$ cat src/rtl/core/olpfr_pkg.sv
// ----------------------------------------------------------------------------
// olpfr_pkg
// Shared types and constants of the ordered list core: operation and status
// codes, sequencer states, field widths and the result bundle.
// ----------------------------------------------------------------------------
package olpfr_pkg;

    localparam int DEFAULT_TABLE_DEPTH = 16;

    localparam int KIND_W   = 2;
    localparam int VALUE_W  = 32;
    localparam int POS_W    = 6;
    localparam int STATUS_W = 2;
    localparam int FOUND_W  = 4;
    localparam int TOTAL_W  = 5;

    typedef enum logic [KIND_W-1:0] {
        KIND_PUSH     = 2'd0,
        KIND_FIND     = 2'd1,
        KIND_REMOVE   = 2'd2,
        KIND_RESERVED = 2'd3
    } kind_t;

    typedef enum logic [STATUS_W-1:0] {
        STAT_OK        = 2'd0,
        STAT_NOT_FOUND = 2'd1,
        STAT_BOUNDS    = 2'd2,
        STAT_FULL      = 2'd3
    } status_t;

    typedef enum logic [2:0] {
        S_IDLE,
        S_FIND_RD,
        S_FIND_CHK,
        S_SHIFT_RD,
        S_SHIFT_WR,
        S_DONE
    } state_t;

    typedef struct packed {
        status_t              status;
        logic [FOUND_W-1:0]   found_position;
        logic [TOTAL_W-1:0]   entry_total;
    } result_t;

endpackage

$ cat src/rtl/core/olpfr_ram.sv
// ----------------------------------------------------------------------------
// olpfr_ram
// Generic single-write, single-read RAM with a registered read port.
// ----------------------------------------------------------------------------
module olpfr_ram #(
    parameter int WIDTH = 32,
    parameter int DEPTH = 16
) (
    input  logic                     aclk,
    input  logic                     we,
    input  logic [$clog2(DEPTH)-1:0] waddr,
    input  logic [WIDTH-1:0]         wdata,
    input  logic                     re,
    input  logic [$clog2(DEPTH)-1:0] raddr,
    output logic [WIDTH-1:0]         rdata
);

    logic [WIDTH-1:0] mem_reg [DEPTH];
    logic [WIDTH-1:0] rdata_reg;

    always_ff @(posedge aclk) begin
        if (we) begin
            mem_reg[waddr] <= wdata;
        end
        if (re) begin
            rdata_reg <= mem_reg[raddr];
        end
    end

    assign rdata = rdata_reg;

endmodule

$ cat src/rtl/core/olpfr_ctrl.sv
// ----------------------------------------------------------------------------
// olpfr_ctrl
// Sequencer of the ordered list: owns the entry count and one index counter
// that walks the entry RAM for find (read, compare) and remove (read, write).
// ----------------------------------------------------------------------------
module olpfr_ctrl #(
    parameter int TABLE_DEPTH = olpfr_pkg::DEFAULT_TABLE_DEPTH
) (
    input  logic                            aclk,
    input  logic                            aresetn,
    // operation intake
    input  logic                            op_valid,
    output logic                            op_ready,
    input  olpfr_pkg::kind_t                op_kind,
    input  logic [olpfr_pkg::VALUE_W-1:0]   op_value,
    input  logic [olpfr_pkg::POS_W-1:0]     op_pos,
    // result handoff
    output logic                            res_valid,
    input  logic                            res_ready,
    output olpfr_pkg::result_t              res,
    // entry RAM
    output logic                            ram_we,
    output logic [$clog2(TABLE_DEPTH)-1:0]  ram_waddr,
    output logic [olpfr_pkg::VALUE_W-1:0]   ram_wdata,
    output logic                            ram_re,
    output logic [$clog2(TABLE_DEPTH)-1:0]  ram_raddr,
    input  logic [olpfr_pkg::VALUE_W-1:0]   ram_rdata
);

    import olpfr_pkg::*;

    localparam int IDX_W = $clog2(TABLE_DEPTH);
    localparam int CNT_W = $clog2(TABLE_DEPTH + 1);

    state_t              state_reg,  state_next;
    logic [CNT_W-1:0]    count_reg,  count_next;
    logic [CNT_W-1:0]    idx_reg,    idx_next;
    logic [VALUE_W-1:0]  value_reg,  value_next;
    status_t             status_reg, status_next;
    logic [FOUND_W-1:0]  found_reg,  found_next;

    logic [CNT_W-1:0]         idx_inc;
    logic [POS_W+CNT_W-1:0]   pos_ext;
    logic [POS_W+CNT_W-1:0]   count_ext;
    logic [FOUND_W+CNT_W-1:0] idx_wide;
    logic [TOTAL_W+CNT_W-1:0] count_wide;

    assign idx_inc    = idx_reg + CNT_W'(1);
    assign pos_ext    = {{CNT_W{1'b0}}, op_pos};
    assign count_ext  = {{POS_W{1'b0}}, count_reg};
    assign idx_wide   = {{FOUND_W{1'b0}}, idx_reg};
    assign count_wide = {{TOTAL_W{1'b0}}, count_reg};

    always_ff @(posedge aclk) begin
        if (!aresetn) begin
            state_reg <= S_IDLE;
            count_reg <= '0;
        end else begin
            state_reg <= state_next;
            count_reg <= count_next;
        end
        idx_reg    <= idx_next;
        value_reg  <= value_next;
        status_reg <= status_next;
        found_reg  <= found_next;
    end

    always_comb begin
        state_next  = state_reg;
        count_next  = count_reg;
        idx_next    = idx_reg;
        value_next  = value_reg;
        status_next = status_reg;
        found_next  = found_reg;
        op_ready    = (state_reg == S_IDLE);
        res_valid   = (state_reg == S_DONE);
        ram_we      = 1'b0;
        ram_waddr   = idx_reg[IDX_W-1:0];
        ram_wdata   = ram_rdata;
        ram_re      = 1'b0;
        ram_raddr   = idx_reg[IDX_W-1:0];

        unique case (state_reg)
            S_IDLE: begin
                if (op_valid) begin
                    value_next  = op_value;
                    found_next  = '0;
                    idx_next    = '0;
                    status_next = STAT_NOT_FOUND;
                    state_next  = S_DONE;
                    unique case (op_kind)
                        KIND_PUSH: begin
                            if (count_reg == CNT_W'(TABLE_DEPTH)) begin
                                status_next = STAT_FULL;
                            end else begin
                                ram_we      = 1'b1;
                                ram_waddr   = count_reg[IDX_W-1:0];
                                ram_wdata   = op_value;
                                count_next  = count_reg + CNT_W'(1);
                                status_next = STAT_OK;
                            end
                        end
                        KIND_FIND: begin
                            if (count_reg != '0) begin
                                state_next = S_FIND_RD;
                            end
                        end
                        KIND_REMOVE: begin
                            if (count_reg == '0) begin
                                status_next = STAT_NOT_FOUND;
                            end else if (pos_ext >= count_ext) begin
                                status_next = STAT_BOUNDS;
                            end else begin
                                idx_next    = pos_ext[CNT_W-1:0];
                                status_next = STAT_OK;
                                state_next  = S_SHIFT_RD;
                            end
                        end
                        default: begin
                            status_next = STAT_NOT_FOUND;
                        end
                    endcase
                end
            end
            S_FIND_RD: begin
                ram_re     = 1'b1;
                state_next = S_FIND_CHK;
            end
            S_FIND_CHK: begin
                // first match wins; stop at the end of the list otherwise
                if (ram_rdata == value_reg) begin
                    status_next = STAT_OK;
                    found_next  = idx_wide[FOUND_W-1:0];
                    state_next  = S_DONE;
                end else if (idx_inc == count_reg) begin
                    state_next = S_DONE;
                end else begin
                    idx_next   = idx_inc;
                    state_next = S_FIND_RD;
                end
            end
            S_SHIFT_RD: begin
                if (idx_inc < count_reg) begin
                    ram_re     = 1'b1;
                    ram_raddr  = idx_inc[IDX_W-1:0];
                    state_next = S_SHIFT_WR;
                end else begin
                    count_next = count_reg - CNT_W'(1);
                    state_next = S_DONE;
                end
            end
            S_SHIFT_WR: begin
                // move the later entry down one place
                ram_we     = 1'b1;
                idx_next   = idx_inc;
                state_next = S_SHIFT_RD;
            end
            S_DONE: begin
                if (res_ready) begin
                    state_next = S_IDLE;
                end
            end
            default: begin
                state_next = S_IDLE;
            end
        endcase
    end

    assign res.status         = status_reg;
    assign res.found_position = found_reg;
    assign res.entry_total    = count_wide[TOTAL_W-1:0];

endmodule

$ cat src/rtl/core/ordered_list_push_find_remove_core.sv
// ----------------------------------------------------------------------------
// ordered_list_push_find_remove_core
// Ordered list of signed 32-bit values with push, find-first and
// remove-at-position, held in one RAM and walked by a small sequencer.
// ----------------------------------------------------------------------------
// Push, reserved and rejected operations go straight from idle to the result; find
// reads and compares each entry until the first match or the end of the list;
// remove reads each later entry and writes it one place down. The single registered
// RAM read port gives each entry walked a read state and a compare or write state.
// Throughput: one operation at a time; the next transfer can complete at the
// edge after the result enters the output register. Reset empties the list.
module ordered_list_push_find_remove_core #(
    parameter int TABLE_DEPTH = olpfr_pkg::DEFAULT_TABLE_DEPTH
) (
    input  logic        aclk,
    input  logic        aresetn,
    // operation channel
    input  logic        s_tvalid,
    output logic        s_tready,
    input  logic [39:0] s_tdata,   // [31:0] value, [37:32] position, [39:38] zero
    input  logic [1:0]  s_tuser,   // [1:0] kind
    // result channel
    output logic        m_tvalid,
    input  logic        m_tready,
    output logic [15:0] m_tdata,   // [3:0] found_position, [8:4] entry_total,
                                   // [15:9] zero
    output logic [1:0]  m_tuser    // [1:0] status
);

    import olpfr_pkg::*;

    localparam int IDX_W = $clog2(TABLE_DEPTH);

    result_t             res;
    logic                res_valid;
    logic                res_ready;
    logic                ram_we;
    logic [IDX_W-1:0]    ram_waddr;
    logic [VALUE_W-1:0]  ram_wdata;
    logic                ram_re;
    logic [IDX_W-1:0]    ram_raddr;
    logic [VALUE_W-1:0]  ram_rdata;

    logic    m_valid_reg, m_valid_next;
    result_t m_res_reg,   m_res_next;

    // Sequencer: decodes the operation and walks the entry RAM.
    olpfr_ctrl #(
        .TABLE_DEPTH (TABLE_DEPTH)
    ) u_ctrl (
        .aclk      (aclk),
        .aresetn   (aresetn),
        .op_valid  (s_tvalid),
        .op_ready  (s_tready),
        .op_kind   (kind_t'(s_tuser)),
        .op_value  (s_tdata[VALUE_W-1:0]),
        .op_pos    (s_tdata[VALUE_W+POS_W-1:VALUE_W]),
        .res_valid (res_valid),
        .res_ready (res_ready),
        .res       (res),
        .ram_we    (ram_we),
        .ram_waddr (ram_waddr),
        .ram_wdata (ram_wdata),
        .ram_re    (ram_re),
        .ram_raddr (ram_raddr),
        .ram_rdata (ram_rdata)
    );

    // Entry storage; entries at or above the count are never read.
    olpfr_ram #(
        .WIDTH (VALUE_W),
        .DEPTH (TABLE_DEPTH)
    ) u_entries (
        .aclk  (aclk),
        .we    (ram_we),
        .waddr (ram_waddr),
        .wdata (ram_wdata),
        .re    (ram_re),
        .raddr (ram_raddr),
        .rdata (ram_rdata)
    );

    // Output register: free when empty or when its transfer completes now.
    assign res_ready = !m_valid_reg || m_tready;

    always_comb begin
        m_valid_next = m_valid_reg;
        m_res_next   = m_res_reg;
        if (m_valid_reg && m_tready) begin
            m_valid_next = 1'b0;
        end
        // load the finished result; sequencer holds it until then
        if (res_valid && res_ready) begin
            m_valid_next = 1'b1;
            m_res_next   = res;
        end
    end

    always_ff @(posedge aclk) begin
        if (!aresetn) begin
            m_valid_reg <= 1'b0;
        end else begin
            m_valid_reg <= m_valid_next;
        end
        m_res_reg <= m_res_next;
    end

    assign m_tvalid = m_valid_reg;
    assign m_tuser  = m_res_reg.status;
    assign m_tdata  = {7'd0, m_res_reg.entry_total, m_res_reg.found_position};

endmodule

$ cat config.mk
export PLATFORM = sky130hd
export DESIGN_NAME = ordered_list_push_find_remove_core
export DESIGN_NICKNAME = d
export VERILOG_FILES = /design/src/rtl/core/olpfr_pkg.sv /design/src/rtl/core/olpfr_ram.sv /design/src/rtl/core/olpfr_ctrl.sv /design/src/rtl/core/ordered_list_push_find_remove_core.sv
export SDC_FILE = /design/constraint.sdc
export NUM_CORES = 1
export LEC_CHECK = 0
export BUFFER_PORTS_ARGS = -buffer_cell sky130_fd_sc_hd__buf_2
export CORE_MARGIN = 10
export CORE_UTILIZATION = 47
export CTS_CLUSTER_DIAMETER = 100
export DETAILED_ROUTE_END_ITERATION = 6
export PLACE_DENSITY = 0.6
export SYNTH_ARGS = -nofsm -noshare
export SYNTH_HDL_FRONTEND = slang
export SYNTH_SLANG_ARGS = --single-unit
$ cat constraint.sdc
create_clock -name aclk -period 12.8 [get_ports aclk]
set_input_delay 0.64 -clock aclk [delete_from_list [all_inputs] [get_ports aclk]]
set_output_delay 0.64 -clock aclk [all_outputs]
set_load 0.01 [all_outputs]
==> results of run 1 <==
[metal layers]
layer  track usage  routed length (um)  up-vias
met2         0.345               31100      564
li1              -                   -     6295
met3        0.0314                4460      108
met5             0                   0        -
met4        0.0684                1680        0
met1         0.268               25900     7322
[per-stage QoR]
| stage | power, mW | instances | setup slack, ns | utilization |
|---|---|---|---|---|
| after global placement | 4.33 | 2190 | 6.97 | 0.498 |
| after global routing | 6.37 | 2303 | 6.47 | 0.537 |
| after detailed placement | 4.36 | 2190 | 6.89 | 0.498 |
| after CTS | 6.14 | 2303 | 6.87 | 0.537 |
| final | 6.12 | 2304 | 6.80 | 0.538 |
| after floorplan | 3.82 | 1534 | 8.21 | - |
[cell type report]
class                           instances  area share
Tap cell                              672      0.0311
Inverter                               17     0.00240
Antenna cell                            1   0.0000924
Sequential cell                       607       0.670
Multi-Input combinational cell        805       0.203
Timing Repair Buffer                   89      0.0195
Clock buffer                           75      0.0583
Clock inverter                         38      0.0160
[placed cells by master (no fill, tap or decap), types with 9 or more instances in the layout]
cell and count:
nor3_1 127, xor2_1 11, or4_1 29, o21ai_0 43, o22ai_1 217, inv_1 15
clkbuf_16 61, bufinv_16 9, xnor2_1 28, a21oi_1 17, nor2_1 57, dfxtp_1 9
nand2_1 23, buf_4 33, nand4_1 9, buf_2 56, o221ai_1 31, ha_1 17
nand2b_1 11, clkbuf_1 14, edfxtp_1 598, nor2_4 16, mux2i_1 15, mux2_2 40
o21a_1 23, clkinv_2 18
[worst paths after layout]
path,start,to,slack (ns),cells after the start
max,u_ctrl.idx_reg[1]$_DFFE_PP_,u_entries.rdata[27]$_DFFE_PP_,6.80,14
min,s_tdata[16],u_ctrl.value_reg[16]$_DFFE_PP_,0.20,1
max reg2reg,u_ctrl.idx_reg[1]$_DFFE_PP_,u_entries.rdata[27]$_DFFE_PP_,6.80,14
min reg2reg,u_ctrl.found_reg[3]$_SDFFCE_PN0P_,m_tdata[3]$_DFFE_PP_,0.42,0
[cells by family after synthesis]
logic type | after synthesis | synth area share
XOR/XNOR | 39 | 0.0142
buffers and inverters | 122 | 0.0262
multiplexers | 56 | 0.0259
AND/OR/NAND/NOR | 310 | 0.0669
adder cells (fa/ha/maj) | 18 | 0.00968
flip-flops | 607 | 0.754
AO/OA/AOI/OAI | 375 | 0.103
other | 1 | 0.000156
[power by group through the flow]
| stage | sequential (mW) | clock (mW) | combinational, mW |
|---|---|---|---|
| after floorplan | 2.68 | 0 | 1.14 |
| after global placement | 2.71 | 0 | 1.61 |
| after detailed placement | 2.72 | 0 | 1.64 |
| after CTS | 2.68 | 1.82 | 1.65 |
| after global routing | 2.69 | 1.89 | 1.79 |
| final | 2.68 | 1.79 | 1.65 |
==> summary.md, run 1 <==
| Metric | Value |
|---|---|
| Clock transition at the register clock pins on the worst setup and hold paths after CTS | `0.06 ns` |
| Endpoint arrival time on the critical path | `6.36 ns` |
| Chip height | `246 um` |
| Site Rows | `82` |
| Starting DRC count in detailed routing | `between 1,000 and 1,500` |
| Delay contributed by the slowest stage of the critical path | `0.84 ns` |
| CP Data Required Time | `13.16 ns` |
| Total congestion overflow after global routing | `0` |
| Crit-path most repeated cell | `o21ai_0` |
| Share of flip-flops with an asynchronous set or reset | `0` |
| Total of fill cells in the finished design | `slightly above 4,000` |
| Leakage power summed over all cells | `8.59 nW` |
| Area overhead of the layout relative to synthesis | `12.6%` |
| Critical path's top delay family | `compound AO/OA/AOI/OAI gates` |
| Critical-path cell list | `inv_1, nor2_1, nand2_1, nand2_1, o21ai_0, ha_1, o21ai_0, o221a_1, nand3_4, o21a_4, buf_4, o21ai_0, nor3_1, or4_1` |
| Part of the total power dissipated in the clock network | `0.293` |
| Final critical-path required period | `6.00 ns` |
| Fin area | `27,100 um2` |
| Avg WL per Cell | `27.4 um` |
| Area of the die | `60,600 um2` |
| CTS Root Cell | `clkbuf_16` |
| Buf/Inv on CP | `2` |
| Number of flip-flops in the largest register | `512` |
| Top post-synthesis cells by count | `edfxtp_1, o22ai_1, nor3_1` |
| Post-synthesis sequential element count | `approximately 600` |
| Drt drc | `0` |
| Initial Utilization | `0.477` |
| Number of cells produced by synthesis | `approximately 1,500` |
| Commonest register cell after synthesis | `edfxtp_1` |
| Switching power summed over all nets | `1.96 mW` |
| Critical path class | `flip-flop to flip-flop` |
| Detail Placement HPWL | `roughly 30,000 um` |
| Number of maximum-capacitance violations | `0` |
| Critical path launch point type | `flip-flop` |
| Warning count from the yosys run | `0` |
| Total wirelength of the detailed-routed design | `approximately 63,000 um` |
| Kind of end point of the critical path | `flip-flop` |
| Number of buffers inserted by hold repair at cts | `0` |
| CTS tree | `built` |
| Cell area after placement | `about 25,000 um2` |
| Area occupied by multi-input gates | `5490 um2` |
| Final setup viols | `0` |
| Remaining number of nets flagged by the antenna check after routing | `0` |
| Mean post-synth cell area | `between 15 and 20 um2` |
| Initial antenna violation count | `1` |
| Internal | `around 4.2 mW` |
| Seq/Total Area, Yosys | `0.754` |
| Post-CTS setup buffers | `0` |
| TritonCTS buffer count | `60` |
| Post-layout nets | `between 1,500 and 2,000` |
| I/O Pins | `66` |
| Post-Synthesis Cell Area | `~24,000 um2` |
| Distinct cells, synth | `65` |
| Sequential cell area in the final layout | `between 15,000 and 20,000 um2` |
| Wire length of the first global-routing pass | `92,100 um` |
| DIE WIDTH | `246 um` |
| Power per cell area | `226 nW/um2` |
| Logic pwr share | `0.270` |
| Most repeated cell in the gate-level netlist after synthesis | `edfxtp_1` |
| Buffers added on ports | `between 50 and 60` |
| Final-report hold violation count | `0` |
| Result of the run | `complete, no violations` |
| Pin count of the biggest net entering global routing | `83` |
| GRT Resource Usage Total | `0.205` |
| Pins over their slew limit | `0` |
| Peak Freq | `167 MHz` |
| Sw frac | `0.321` |
| Clock H-tree levels | `2` |
| TritonRoute pass-1 iters | `5` |
| Cell with the largest stage delay on the worst path | `edfxtp_1` |
| Layout cells sized above 1 | `0.158` |
| Detailed-route via count | `14,300` |
| Max FO, Critical Path | `67` |
| GP Congestion | `about 0.79` |
| Largest clock skew in the final design | `0.0121 ns` |
| Part of the power in registers | `0.437` |
| Post-Route Setup TNS | `0 ns` |
| Clock latency at the later pin of the worst-skew pair | `0.63 ns` |
| Buffer depth of the longest clock path | `3` |
| Post-CTS sizing | `0` |
| Type of the most critical hold path | `input port to flip-flop` |
| Via count of the first global-routing pass | `14,000` |
| RSZ-0062 raised after global routing | `false` |
| Share of Yosys cell area claimed by the top area cell type | `0.747` |
| Fin Hold WS | `0.201 ns` |
| Number of clock sinks | `approximately 610` |
| Routed vias/inst | `6.20` |
| Worst vdd ir | `0.000141 V` |
| Max_slew headroom | `0.224` |
| Placeable core region | `about 50,000 um2` |
| Cells taking the most area after synthesis | `edfxtp_1, o22ai_1, nor3_1, mux2_2, nor2_1` |
| Final period utilization | `0.469` |
| Transition time at the pin with the least slew margin | `1.16 ns` |
| EDFF count, synth | `598` |
| Leading area contributor after synthesis | `edfxtp_1` |
Power figures use the tool's default switching activity.
==> inputs of run 2 (changes only) <==
==> constraint.sdc (replaced) <==
create_clock -name aclk -period 6.23 [get_ports aclk]
set_input_delay 0.3115 -clock aclk [delete_from_list [all_inputs] [get_ports aclk]]
set_output_delay 0.3115 -clock aclk [all_outputs]
set_load 0.01 [all_outputs]
==> run 2 against run 1 <==
  * Global-route usage is 0.15 points higher
  * Clock power is 84% higher
  * Final area is 0.71% higher
  * Highest routed layer is now met5
  * Sequential share of layout area is 0.47 points lower
  * Largest power group unchanged
  * Die area stayed put
  * Sequential power is 110% higher
  * Register-to-register slack worse by 6.0 ns
  * Clock skew is 0.016 ns higher
  * Core utilization is 0.38 points higher
  * Setup slack worse by 6.0 ns
  * Hold slack worse by 0.14 ns
==> summary.md, run 2 (synthesis results as in run 1) <==
| Metric | Value |
|---|---|
| Routed vias/inst | `6.14` |
| TritonRoute pass-1 iters | `5` |
| Post-Route Setup TNS | `0 ns` |
| Post-CTS setup buffers | `0` |
| Crit-path most repeated cell | `o21ai_0` |
| Max_slew headroom | `0.293` |
| Power per cell area | `450 nW/um2` |
| CP Data Required Time | `6.59 ns` |
| Worst R2R Path Depth | `14` |
| Initial Utilization | `0.477` |
| RSZ-0062 raised after global routing | `false` |
| Final critical-path required period | `5.41 ns` |
| Largest clock skew in the final design | `between 0.02 and 0.03 ns` |
| DIE WIDTH | `about 250 um` |
| Critical-path cell list | `inv_1, nor2_1, nand2_1, nand2_1, o21ai_0, ha_1, o21ai_0, o221ai_1, nor2_1, o21ai_0, a211oi_4, buf_12, nor3_1, or4_1` |
| Clock transition at the register clock pins on the worst setup and hold paths after CTS | `around 0.06 ns` |
| Delay contributed by the slowest stage of the critical path | `just under 0.8 ns` |
| TritonCTS buffer count | `59` |
| Site Rows | `82` |
| Peak Freq | `185 MHz` |
| Post-layout power | `12.3 mW` |
| GRT Resource Usage Total | `0.207` |
| Total congestion overflow after global routing | `0` |
| Remaining number of nets flagged by the antenna check after routing | `0` |
| Wire length of the first global-routing pass | `93,200 um` |
| Type of the most critical hold path | `input port to flip-flop` |
| Via count of the first global-routing pass | `around 14,000` |
| Area overhead of the layout relative to synthesis | `13.4%` |
| Final period utilization | `0.868` |
| Cell area after placement | `25,200 um2` |
| Number of flip-flops in the largest register | `512` |
| Fin area | `roughly 27,000 um2` |
| Leakage power summed over all cells | `between 8 and 9 nW` |
| CTS tree | `built` |
| Clock latency at the later pin of the worst-skew pair | `0.63 ns` |
| Total wirelength of the detailed-routed design | `~64,000 um` |
| Critical path class | `flip-flop to flip-flop` |
| Post-layout nets | `1,686` |
| CTS Root Cell | `clkbuf_16` |
| Worst vdd ir | `about 0.00025 V` |
| Pin count of the biggest net entering global routing | `a little under 70` |
| Fin Hold WS | `between 0.06 and 0.07 ns` |
| Worst hold stages | `3` |
| Drt drc | `0` |
| Number of clock sinks | `between 600 and 700` |
| Transition time at the pin with the least slew margin | `around 1.1 ns` |
| Reg2Reg Setup Slack | `0.82 ns` |
| Clock H-tree levels | `2` |
| Hold Crit Start | `s_tdata[33]` |
| Detailed-route via count | `14,400` |
| Avg WL per Cell | `approximately 27 um` |
| Area of the die | `60,600 um2` |
| Max FO, Critical Path | `32` |
| Buffers added on ports | `56` |
| Final-report hold violation count | `0` |
| Critical path launch point type | `flip-flop` |
| Placeable core region | `50,400 um2` |
| Initial antenna violation count | `1` |
| Final setup viols | `0` |
| Kind of end point of the critical path | `flip-flop` |
| Commonest cells after routing, fill and taps aside | `edfxtp_1, o22ai_1, nor3_1` |
| Buffer depth of the longest clock path | `3` |
| Number of maximum-capacitance violations | `0` |
| Pins over their slew limit | `0` |
| Starting DRC count in detailed routing | `1,538` |
| End point of the worst hold path | `u_ctrl.idx_reg[1]$_DFFE_PP_` |
| R2r endpoint | `u_entries.rdata[23]$_DFFE_PP_` |
| Critical register-to-register path startpoint | `u_ctrl.idx_reg[1]$_DFFE_PP_` |
| GP Congestion | `0.751` |
| Cell with the largest stage delay on the worst path | `edfxtp_1` |
| Detail Placement HPWL | `between 30,000 and 40,000 um` |
| Most common cell after layout, fill and taps aside | `edfxtp_1` |
| I/O Pins | `66` |
| Total of fill cells in the finished design | `4,022` |
| Chip height | `246 um` |
| Result of the run | `complete, no violations` |
| Layout cells sized above 1 | `0.149` |
| Endpoint arrival time on the critical path | `5.76 ns` |
## run 2: changes by cell type in the layout (fill, tap and decap cells not counted), sizes merged
cell,previous run,this run
clkinvlp,3,1
bufinv,9,2
dlygate4sd3,0,34
clkinv,26,21
buf,89,98
inv,17,20
## run 2: where the power goes
part | internal (mW) | switching [mW] | total (mW)
combinational | 1.11 | 2.36 | 3.47
clock | 1.81 | 1.49 | 3.30
sequential | 5.32 | 0.183 | 5.51
## run 2: per-layer routing
metal | global-route usage | vias up | wire length [um]
met1 | 0.280 | 7284 | 26700
met3 | 0.0308 | 118 | 4470
met4 | 0.0715 | 2 | 1880
met5 | 0 | - | 20
li1 | - | 6366 | -
met2 | 0.336 | 583 | 30700
## run 2: how the worst max path moves through the flow
| stage | start | end | slack, ns | cells past startpoint |
|---|---|---|---|---|
| 2_1_floorplan | u_ctrl.state_reg[0]$_SDFFE_PN0P_ | u_entries.mem_reg[12][0]$_DFFE_PP_ | 1.64 | 8 |
| 3_3_place_gp | u_ctrl.idx_reg[1]$_DFFE_PP_ | u_entries.rdata[11]$_DFFE_PP_ | 0.94 | 14 |
| 3_5_place_dp | u_ctrl.idx_reg[1]$_DFFE_PP_ | u_entries.rdata[22]$_DFFE_PP_ | 0.87 | 14 |
| 4_1_cts | u_ctrl.idx_reg[1]$_DFFE_PP_ | u_entries.rdata[23]$_DFFE_PP_ | 0.81 | 14 |
| 5_1_grt | u_ctrl.idx_reg[1]$_DFFE_PP_ | u_entries.rdata[23]$_DFFE_PP_ | 0.41 | 14 |
| 6_report | u_ctrl.idx_reg[1]$_DFFE_PP_ | u_entries.rdata[23]$_DFFE_PP_ | 0.82 | 14 |
## run 2: final cells by class
| cell class | instances | area, um2 | share of cell area |
|---|---|---|---|
| tap | 672 | 841 | 0.0308 |
| multi-input combinational | 805 | 5490 | 0.201 |
| inverter | 17 | 65.1 | 0.00239 |
| antenna | 1 | 2.50 | 0.0000918 |
| clock buffer | 75 | 1540 | 0.0563 |
| timing repair buffer | 132 | 998 | 0.0366 |
| clock inverter | 27 | 198 | 0.00725 |
| sequential | 607 | 18100 | 0.665 |
## run 2: through the flow
stage / utilization / setup slack [ns] / instances
6_report: 0.541 / 0.824 / 2336
4_1_cts: 0.541 / 0.811 / 2335
3_3_place_gp: 0.500 / 0.937 / 2199
3_5_place_dp: 0.500 / 0.868 / 2199
5_1_grt: 0.541 / 0.405 / 2335
2_1_floorplan: - / 1.64 / 1534
## run 2: critical path, delay by kind of cell (launching register included)
kind / cells / cell delay, ns
fa+ha+maj: 1 / 0.34
simple gates: 6 / 1.83
flops: 1 / 0.79
compound gates: 5 / 1.61
buf+inv: 2 / 0.54
## run 2: what timing repair did
item                      4_1_cts  5_1_grt
hold buffers                   34        0
hold endpoints to repair       34        0
resized for setup               0        0
==> inputs of run 3 (changes only) <==
--- a/config.mk
+++ b/config.mk
@@ -9,8 +9,9 @@
 export CORE_MARGIN = 10
 export CORE_UTILIZATION = 47
 export CTS_CLUSTER_DIAMETER = 100
+export CTS_CLUSTER_SIZE = 12
 export DETAILED_ROUTE_END_ITERATION = 6
-export PLACE_DENSITY = 0.6
+export PLACE_DENSITY = 0.62
 export SYNTH_ARGS = -nofsm -noshare
 export SYNTH_HDL_FRONTEND = slang
 export SYNTH_SLANG_ARGS = --single-unit
==> constraint.sdc (replaced) <==
create_clock -name aclk -period 4.4 [get_ports aclk]
set_input_delay 0.22 -clock aclk [delete_from_list [all_inputs] [get_ports aclk]]
set_output_delay 0.22 -clock aclk [all_outputs]
set_load 0.01 [all_outputs]
==> run 3 against run 2 <==
  * Count of clock-buffer cells in the layout rose by 4
  * Critical path type unchanged
  * Power rose by 41%
  * Flip-flop and latch count unchanged
  * Largest power group unchanged
  * Die area stayed put
  * Hold slack worse by 0.043 ns
  * Wire length down 3.5%
  * Clock skew down 0.0048 ns
  * Fmax rose by 35%
  * Core utilization is 0.30 points higher
  * First-iteration DRC count fell by 0.78%
  * Cell count down 0.13%
==> summary.md, run 3 (synthesis results as in run 1) <==
| Metric | Value |
|---|---|
| Max FO, Critical Path | `37` |
| Switching power summed over all nets | `5.58 mW` |
| Number of maximum-capacitance violations | `0` |
| DIE WIDTH | `246 um` |
| Chip height | `around 250 um` |
| CTS tree | `built` |
| Critical path launch point type | `flip-flop` |
| Largest clock skew in the final design | `0.0231 ns` |
| Buffer depth of the longest clock path | `3` |
| Post-layout power | `17.3 mW` |
| Result of the run | `complete, no violations` |
| Final period utilization | `0.913` |
| Remaining number of nets flagged by the antenna check after routing | `0` |
| Initial antenna violation count | `0` |
| CTS Root Cell | `clkbuf_16` |
| Drt drc | `0` |
| Sw frac | `0.323` |
| GP Congestion | `0.776` |
| Fin area | `27,400 um2` |
| Total of fill cells in the finished design | `3,977` |
| Post-layout nets | `1,702` |
| Initial Utilization | `0.477` |
| Max_slew headroom | `0.309` |
| Reg2Reg Setup Slack | `0.38 ns` |
| Part of the total power dissipated in the clock network | `0.253` |
| Kind of end point of the critical path | `flip-flop` |
| Logic pwr share | `0.299` |
| Detailed-route via count | `14,300` |
| Layout cells sized above 1 | `0.150` |
| Power per cell area | `approximately 630 nW/um2` |
| Area overhead of the layout relative to synthesis | `14.0%` |
| Most common cell after layout, fill and taps aside | `edfxtp_1` |
| Fin Hold WS | `0.0224 ns` |
| Avg WL per Cell | `26.4 um` |
| Inserted Diodes | `0` |
| Commonest cells after routing, fill and taps aside | `edfxtp_1, o22ai_1, nor3_1` |
| Worst vdd ir | `roughly 0.0003 V` |
| Endpoint arrival time on the critical path | `about 4.4 ns` |
| Worst R2R Path Depth | `14` |
| Clock H-tree levels | `2` |
| Clock transition at the register clock pins on the worst setup and hold paths after CTS | `0.07 ns` |
| Number of flip-flops in the largest register | `512` |
| TritonRoute pass-1 iters | `5` |
| Leakage power summed over all cells | `around 8.7 nW` |
| Pin count of the biggest net entering global routing | `60` |
| Core Util, Final | `0.544` |
| Critical path class | `flip-flop to flip-flop` |
| Type of the most critical hold path | `input port to flip-flop` |
| Critical register-to-register path startpoint | `u_ctrl.idx_reg[1]$_DFFE_PP_` |
| Buffers added on ports | `56` |
| Wire length of the first global-routing pass | `90,700 um` |
| Hold Crit Start | `s_tdata[35]` |
| Post-CTS setup buffers | `0` |
| Part of the power in registers | `0.448` |
| Transition time at the pin with the least slew margin | `1.03 ns` |
| Placeable core region | `50,400 um2` |
| Clock latency at the later pin of the worst-skew pair | `0.62 ns` |
| Routed vias/inst | `6.13` |
| CP Data Required Time | `4.75 ns` |
| Total wirelength of the detailed-routed design | `61,600 um` |
| Final critical-path required period | `4.02 ns` |
| TritonCTS buffer count | `56` |
| Starting DRC count in detailed routing | `1,526` |
| Detail Placement HPWL | `31,700 um` |
| Via count of the first global-routing pass | `between 10,000 and 15,000` |
| End point of the worst hold path | `u_ctrl.idx_reg[3]$_DFFE_PP_` |
| Total congestion overflow after global routing | `0` |
| Internal | `~12 mW` |
| Final setup viols | `0` |
| Worst hold stages | `3` |
| Number of clock sinks | `607` |
| Site Rows | `82` |
| Pins over their slew limit | `0` |
| RSZ-0062 raised after global routing | `false` |
| R2r endpoint | `u_entries.rdata[12]$_DFFE_PP_` |
| I/O Pins | `66` |
| Peak Freq | `~250 MHz` |
| Final-report hold violation count | `0` |
| Area of the die | `around 60,000 um2` |
| GRT Resource Usage Total | `0.199` |
| Cell area after placement | `25,500 um2` |
## run 3: cell types whose count changed in the layout (fill, tap and decap cells not counted), sizes merged
cell,change
buf,+15
bufinv,-1
clkbuf,+4
clkinv,-20
clkinvlp,-1
diode,-1
dlygate4sd3,+4
inv,-3
## run 3: layout make-up
type                    count  area [um2]  area share
clock buffers              79        1510      0.0550
flip-flops and latches    607       18100       0.661
well taps                 672         841      0.0307
repair buffers            151        1330      0.0484
multi-input cells         805        5490       0.200
inverters                  17        65.1     0.00237
clock inverters             2        50.0     0.00183
## run 3: per-layer routing
layer	up-vias	routed length, um	track usage
met5	-	0	0
met3	95	4430	0.0318
met4	0	1420	0.0588
met1	7299	25400	0.265
met2	522	30300	0.332
li1	6386	-	-
## run 3: how the worst max path moves through the flow
stage | slack (ns) | startpoint | endpoint
detailed placement | 0.32 | u_ctrl.idx_reg[1]$_DFFE_PP_ | u_entries.rdata[5]$_DFFE_PP_
finish | 0.38 | u_ctrl.idx_reg[1]$_DFFE_PP_ | u_entries.rdata[12]$_DFFE_PP_
floorplan | -0.19 | u_ctrl.state_reg[0]$_SDFFE_PN0P_ | u_entries.mem_reg[12][0]$_DFFE_PP_
global route | 0.17 | u_ctrl.idx_reg[1]$_DFFE_PP_ | u_entries.rdata[29]$_DFFE_PP_
global placement | 0.36 | u_ctrl.idx_reg[1]$_DFFE_PP_ | u_entries.rdata[11]$_DFFE_PP_
CTS | 0.28 | u_ctrl.idx_reg[1]$_DFFE_PP_ | u_entries.rdata[5]$_DFFE_PP_
## run 3: metrics by stage
stage	setup TNS (ns)	instances	setup slack [ns]
finish	0	2333	0.385
global route	0	2333	0.167
CTS	0	2333	0.283
detailed placement	0	2214	0.320
global placement	0	2214	0.358
floorplan	-45.68	1534	-0.188
## run 3: power by group through the flow
stage               combinational (mW)  sequential, mW  clock, mW
finish                            5.17            7.76       4.37
global route                      5.58            7.80       4.66
CTS                               5.17            7.76       4.45
detailed placement                5.13            7.87          0
global placement                  5.04            7.86          0
floorplan                         3.33            7.80          0
## run 3: timing repair
item | in CTS | in global routing
gates resized for setup | 0 | 1
hold buffers | 38 | 0
setup endpoints to repair | 0 | 3
hold endpoints to repair | 44 | 0
## run 3: worst max-delay path, stage by stage (launching register included)
cell and delay, ns:
edfxtp_1 0.50, inv_1 0.10, nor2_1 0.24, nand2_1 0.08, nand2_1 0.06, o21ai_0 0.12
ha_1 0.32, o21ai_0 0.24, o221a_2 0.44, nand4_2 0.18, and2_4 0.40, buf_12 0.27
o22ai_1 0.16, nor3_1 0.07, or4_1 0.51
